## src/rtl/mmm_pkg.sv

```systemverilog
`timescale 1ns / 1ps
// ----------------------------------------------------------------------------
// mmm_pkg
// Shared types and constants for the set statistics block.
// ----------------------------------------------------------------------------
package mmm_pkg;

   // input width and result field widths
   localparam int IN_BITS     = 16;
   localparam int COUNT_BITS  = 8;
   localparam int MEAN_BITS   = 23;
   localparam int MEDIAN_BITS = 16;
   localparam int MODE_BITS   = 15;

   // one classified request passed from front to back
   typedef struct packed {
      logic        last;   // set ends with this entry
      logic        store;  // entry carries a value to store
      logic [30:0] value;  // saturated value, upper bits zero
   } entry_type;

   // one finished result
   typedef struct packed {
      logic [COUNT_BITS-1:0]  count;
      logic [MEAN_BITS-1:0]   mean_q8;
      logic [MEDIAN_BITS-1:0] median_x2;
      logic [MODE_BITS-1:0]   mode_value;
      logic [COUNT_BITS-1:0]  mode_count;
      logic                   empty_set;
   } result_type;

endpackage

```

## src/rtl/mmm_front.sv

```systemverilog
`timescale 1ns / 1ps
// ----------------------------------------------------------------------------
// mmm_front
// Accepts requests, saturates values, marks set ends, feeds a short queue.
// ----------------------------------------------------------------------------
module mmm_front #(
   parameter int MAX_COUNT  = 128,
   parameter int VALUE_BITS = 15
) (
   input  logic                       clock,
   input  logic                       reset,
   input  logic                       req_valid,
   output logic                       req_ready,
   input  logic [mmm_pkg::IN_BITS-1:0] req_value,
   output logic                       q_valid,
   input  logic                       q_ready,
   output mmm_pkg::entry_type         q_entry
);
   localparam int CW = $clog2(MAX_COUNT + 1);
   localparam int QD = 2;

   logic [CW-1:0] fill_ff, fill_in;
   mmm_pkg::entry_type q_mem_ff [QD];
   logic q_wp_ff, q_rp_ff;
   logic [1:0] q_n_ff;
   mmm_pkg::entry_type cls;
   logic [30:0] sat;
   logic acc, pop;

   assign req_ready = (q_n_ff != 2'd2);
   assign acc = req_valid && req_ready;
   assign q_valid = (q_n_ff != 2'd0);
   assign pop = q_valid && q_ready;
   assign q_entry = q_mem_ff[q_rp_ff];

   // saturate and classify
   always_comb begin
      sat = 31'(req_value[14:0]);
      if (VALUE_BITS < 15 && req_value[14:0] > 15'((1 << VALUE_BITS) - 1))
         sat = 31'((1 << VALUE_BITS) - 1);
      cls.store = !req_value[15];
      cls.value = sat;
      cls.last  = req_value[15] || (32'(fill_ff) + 32'd1 >= 32'(MAX_COUNT));
      fill_in = fill_ff;
      if (acc) fill_in = cls.last ? '0 : fill_ff + CW'(1);
   end

   // queue and set fill tracking
   always_ff @(posedge clock) begin
      if (reset) begin
         fill_ff <= '0;
         q_wp_ff <= 1'b0;
         q_rp_ff <= 1'b0;
         q_n_ff  <= 2'd0;
      end else begin
         fill_ff <= fill_in;
         if (acc) q_wp_ff <= ~q_wp_ff;
         if (pop) q_rp_ff <= ~q_rp_ff;
         q_n_ff <= q_n_ff + {1'b0, acc} - {1'b0, pop};
      end
      if (acc) q_mem_ff[q_wp_ff] <= cls;
   end
endmodule

```

## config.mk

```make
export PLATFORM = sky130hd
export DESIGN_NAME = mmm_front
export DESIGN_NICKNAME = d
export VERILOG_FILES = /design/src/rtl/mmm_pkg.sv /design/src/rtl/mmm_front.sv
export SDC_FILE = /design/constraint.sdc
export NUM_CORES = 1
export LEC_CHECK = 0
export BUFFER_PORTS_ARGS = -buffer_cell sky130_fd_sc_hd__buf_4
export CAP_MARGIN = 20
export CORE_ASPECT_RATIO = 0.8
export CORE_MARGIN = 2
export CORE_UTILIZATION = 45
export DETAILED_ROUTE_END_ITERATION = 10
export GPL_TIMING_DRIVEN = 0
export PLACE_DENSITY = 0.73
export SLEW_MARGIN = 20
export SYNTH_ARGS = -nofsm -noshare
export SYNTH_HDL_FRONTEND = slang
export SYNTH_SLANG_ARGS = --single-unit
```

## constraint.sdc

```tcl
create_clock -name clock -period 2.9 [get_ports clock]
set_clock_uncertainty 0.2 [all_clocks]
set_input_delay 0.435 -clock clock [delete_from_list [all_inputs] [get_ports clock]]
set_output_delay 0.435 -clock clock [all_outputs]
set_load 0.05 [all_outputs]
```

# Word-level counts from Yosys, hierarchy flattened
# Memories as Yosys holds them, arrays and structs flattened. A register that Yosys moved wholly into a read port is not among the register bits.
# Cells that the tools add are included.
[op_classes]
add_sub_neg = 4
magnitude_cmp = 1
eq_ne = 1
muxes = 5
bitwise_logic = 2
reduce_logical = 5
[ops]
columns = ["cell", "count"]
rows = [
  ["adder 8 x 1 -> 9 bit, second input constant", 1],
  [">= comparator 9 x 8 -> 1 bit, second input constant", 1],
  ["adder 8 x 1 -> 8 bit, second input constant", 1],
  ["two-way mux 8 bit", 1],
  ["two-way mux 1 bit", 4],
  ["adder 2 x 1 -> 2 bit", 1],
  ["logical AND 1 bit", 2],
  ["!= test 2 bit, second input constant", 1],
  ["inverter 1 bit", 2],
  ["nonzero test 2 bit", 1],
  ["subtractor 2 x 1 -> 2 bit", 1],
  ["zero test 1 bit", 1],
  ["logical OR 1 bit", 1],
]
[totals]
ff_bits = 12
ram_bits = 34
input_bits = 20
out_inout_bits = 35
elab_cells = 23
memories = 1
[memory_table]
columns = ["memory", "depth", "width", "read_ports", "rd_ports_with_merged_regs", "wr", "line", "source"]
rows = [
  ["q_mem_ff", 2, 17, 1, 1, 1, "mmm_front.sv:23", "mmm_pkg::entry_type q_mem_ff [QD];"],
]

# Logic depth before layout (Yosys ltp)
[logic_depth]
depth_word = 4
mapped_depth = 11
ltp_nobuf = 9

# Worst setup path before layout
# No wires, ideal clock.
[synth_path]
path_type = "register to register"
startpoint = "register q_n_ff[0]"
endpoint = "memory q_mem_ff[0][0] (netlist bit) (enable)"
setup_time_ns = 0.390
t_arrival_ns = 2.037
required_time_ns = 2.310
setup_slack_ns = 0.272
stages_incl_launch_ff = 7
path_buffers = 2
synth_period_minus_slack_ns = 2.628
cell_sequence = "dfxtp_1 > nand2b_1 > and2_1 > buf_4 > inv_2 > buf_4 > nor2_1"
[synth_between]
elab_chain_len = 4
[synth_rtl]
columns = ["element", "line", "source"]
rows = [
  ["start: declaration", "mmm_front.sv:25", "logic [1:0] q_n_ff;"],
  ["start signal: assignment", "mmm_front.sv:59", "q_n_ff <= q_n_ff + {1'b0, acc} - {1'b0, pop};"],
  ["!= test 2 bit", "mmm_front.sv:30", "assign req_ready = (q_n_ff != 2'd2);"],
  ["named net req_ready", "mmm_front.sv:13", "output logic req_ready,"],
  ["logical AND 1 bit", "mmm_front.sv:31", "assign acc = req_valid && req_ready;"],
  ["two-way mux 1 bit", "mmm_front.sv:61", "if (acc) q_mem_ff[q_wp_ff] <= cls;"],
  ["two-way mux 1 bit (not written as such)", "mmm_front.sv:61", ""],
  ["end: declaration", "mmm_front.sv:23", ""],
]
# The timed path passes the listed nets, and every way through them passes these cells.

==> results.ini <==
[yosys]
ys_ff_latch = 47
yosys_synthesis_warning_count = 0
synth_enable_flop_cells = 34
synth_area_mm2 = 0.00212
ys_dominant_reg_cell = sky130_fd_sc_hd__edfxtp_1
count_of_cell_types_in_the_netlist = 41
synth.yosys.seq_area_share = 0.604
synth_cells = 157
synth_area_per_cell_um2 = 13.5
async_reset_ff_frac = 0

[power_and_ir_drop]
internal-power_mw = 1.38
pwr-share-comb = 0.394
p_seq_frac = 0.393
powerDensity_mw_per_mm2 = 821
swShare = 0.368
power.leakage_nw = 1.11
power.share.clock = 0.213
power.ir.vdd_worst_uv = 374
net_switching_component_of_the_power_mw = 0.804

[floorplan]
ios = 55
row_count = 22
effective_utilization_at_floorplan = 0.464
core_area_mm2 = 0.00457
design.die.area_mm2 = 0.00528
die_w_um = 80.8
floorplan.die.height_um = 65.4

[finish]
fillerInstances = 399
layout-drive-gt1-share = 0.417
num-nets-final = 241
syn2layout_area_growth_pct = 25.3
num_antenna_cells = 0
layout_commonest_cell = sky130_fd_sc_hd__buf_4
mostFrequentLayoutCells = sky130_fd_sc_hd__buf_4, sky130_fd_sc_hd__edfxtp_1, sky130_fd_sc_hd__mux2_2, sky130_fd_sc_hd__conb_1, sky130_fd_sc_hd__dfxtp_1

[place]
io_buffers = 37
finalWeightedCongestion = 0.829
dpl.hpwl_um = 2640
place_ws_ns = 0.652

[clocking]
clock-sinks = 47
cts_max_path_buffers = 2
tritoncts.num_buffers = 5
cts_tree = yes
cts-htree-levels = 2
clock_tree.root_cell = sky130_fd_sc_hd__clkbuf_8
cts_repair_resize_count = 0
clk_latency_ns = 0.29
post-cts-setup-buffers = 0
ctsHoldBuffers = 0
clk_pin_slew_worst_paths_ns = 0.09

[run]
cap_viol_max_count = 0

[critical_path]
rrSetupSlack_ns = 0.65
setup.worst_path.start_class = register
reg2regPathDepth = 11
critical_path_class = reg -> out
maximum_fanout_encountered_on_the_critical_timing_path = 10
timing.critical_path.required_ns = 2.27
worst_ep_arrival_time_ns = 1.90
cp-end-kind = output port
timing.critical_path.slowest_cell_delay_ns = 0.38
critical_path_cell_list = clkbuf_1 -> buf_2 -> mux2_2 -> buf_4
crit_path_top_delay_cell = sky130_fd_sc_hd__mux2_2

[routing]
wl_per_cell_um = 13.3
drt_iter0_markers = 110
drt_first_pass_iters = 4
wl_um = 3690
detailroute.via_count = 1340
antenna_left = 0
remaining_drc_errors = 0
avgViaCountPerCell = 4.82

[run_status]
run_status = complete, no violations

[global_route]
met3_usage = 0.0343
track_usage = 0.149
global_route.overflow_total = 0
grtUsageMet2 = 0.242
first_global_vias = 1304
grt_most_used_layer = met2
grt_antenna_before_repair = 0
groute.layer.met1.usage = 0.196
first_pass_grt_wire_length_um = 5980
grt_start_max_net_pins = 18

[hold_path]
whs_path_depth = 1
hold_path.class = in -> reg

[timing]
rsz0062_at_grt = no
setup_tns_ns = 0
final_worst_setup_slack_ns = 0.361
final-hold-violation-count = 0
slew_of_the_pin_with_the_lowest_slew_margin_ns = 0.803
slew-limit-headroom = 0.465
min_period_over_period = 0.876
setup_violations = 0
timing.final.max_slew_violations = 0
final.min_clock_period_ns = 2.54
max_clock_freq_mhz = 394

worst max-delay path, delay by kind of cell, from the launching register on:
| family | cells | cell delay, ns |
|---|---|---|
| buf+inv | 3 | 0.91 |
| mux | 1 | 0.38 |
| flops | 1 | 0.31 |
per-stage QoR:
step                      cells  instance area [um^2]  hold slack [ns]  utilization  total power, mW
after global placement      269                  2530            0.287        0.554             1.71
after floorplan             172                  2180            0.269            -             1.50
after detailed placement    270                  2550            0.297        0.558             1.74
after global routing        278                  2660            0.106        0.582             2.29
final                       278                  2660            0.119        0.582             2.18
after CTS                   278                  2660            0.114        0.582             2.20
synth_stat cells, types with 2 or more instances:
| cell | n | area share |
|---|---|---|
| sky130_fd_sc_hd__a2111oi_0 | 2 | 0.0083 |
| sky130_fd_sc_hd__a21oi_1 | 3 | 0.0071 |
| sky130_fd_sc_hd__and2_1 | 2 | 0.0059 |
| sky130_fd_sc_hd__and3_1 | 5 | 0.015 |
| sky130_fd_sc_hd__and4_1 | 2 | 0.0083 |
| sky130_fd_sc_hd__buf_4 | 19 | 0.067 |
| sky130_fd_sc_hd__clkbuf_1 | 3 | 0.0053 |
| sky130_fd_sc_hd__dfxtp_1 | 13 | 0.12 |
| sky130_fd_sc_hd__edfxtp_1 | 34 | 0.48 |
| sky130_fd_sc_hd__ha_1 | 4 | 0.024 |
| sky130_fd_sc_hd__inv_1 | 2 | 0.0035 |
| sky130_fd_sc_hd__inv_2 | 2 | 0.0035 |
| sky130_fd_sc_hd__mux2_2 | 17 | 0.090 |
| sky130_fd_sc_hd__nand2_1 | 5 | 0.0088 |
| sky130_fd_sc_hd__nand2b_1 | 3 | 0.0088 |
| sky130_fd_sc_hd__nor2_1 | 9 | 0.016 |
| sky130_fd_sc_hd__nor2b_1 | 4 | 0.012 |
| sky130_fd_sc_hd__nor3b_1 | 2 | 0.0071 |
| sky130_fd_sc_hd__or2_2 | 2 | 0.0059 |
| sky130_fd_sc_hd__xnor2_1 | 3 | 0.012 |
cell families after synthesis:
group | synth area share
adders and majority gates | 0.0236
and+or+nand+nor | 0.110
buffers and inverters | 0.0820
xor gates and xnor gates | 0.0165
AOI/OAI and AO/OA | 0.0719
DFF | 0.604
other | 0.00177
muxes | 0.0902
per-layer routing:
metal / wire, um / share of wire
met5: 0 / 0
met4: 31 / 0.0084
met3: 217 / 0.059
met2: 1740 / 0.47
met1: 1700 / 0.46
registers in the layout (all words and copies together), names as in the netlist, named ones only:
| name | count |
|---|---|
| q_wp_ff | 1 |
| fill_ff | 8 |
| q_rp_ff | 1 |
| q_n_ff | 2 |
| q_mem_ff | 34 |
power by group through the flow:
| stage | clock, mW | combinational, mW | sequential, mW |
|---|---|---|---|
| final | 0.464 | 0.861 | 0.857 |
| after global placement | 0 | 0.843 | 0.869 |
| after detailed placement | 0 | 0.862 | 0.874 |
| after global routing | 0.502 | 0.919 | 0.866 |
| after CTS | 0.473 | 0.866 | 0.858 |
| after floorplan | 0 | 0.640 | 0.865 |
cell type report:
cell class                 count  area [um^2]  share of cell area
buffer                        23          159              0.0598
clock buffer                   6         72.6              0.0273
clock inverter                 2         37.5              0.0141
inverter                       4         15.0             0.00565
multi-input combinational     98          726               0.273
sequential                    47         1280               0.482
tap                           60         75.1              0.0282
timing repair buffer          38          293               0.110
final timing paths:
| path | end | from |
|---|---|---|
| worst max-delay path | q_entry[11] | register |
| worst min-delay path | q_mem_ff[1][11] | req_value[11] |
| worst max register to register | q_n_ff[1] | q_n_ff[0] |
| worst min register to register | fill_ff[1] | fill_ff[1] |
(Power assumes the default switching activity.)
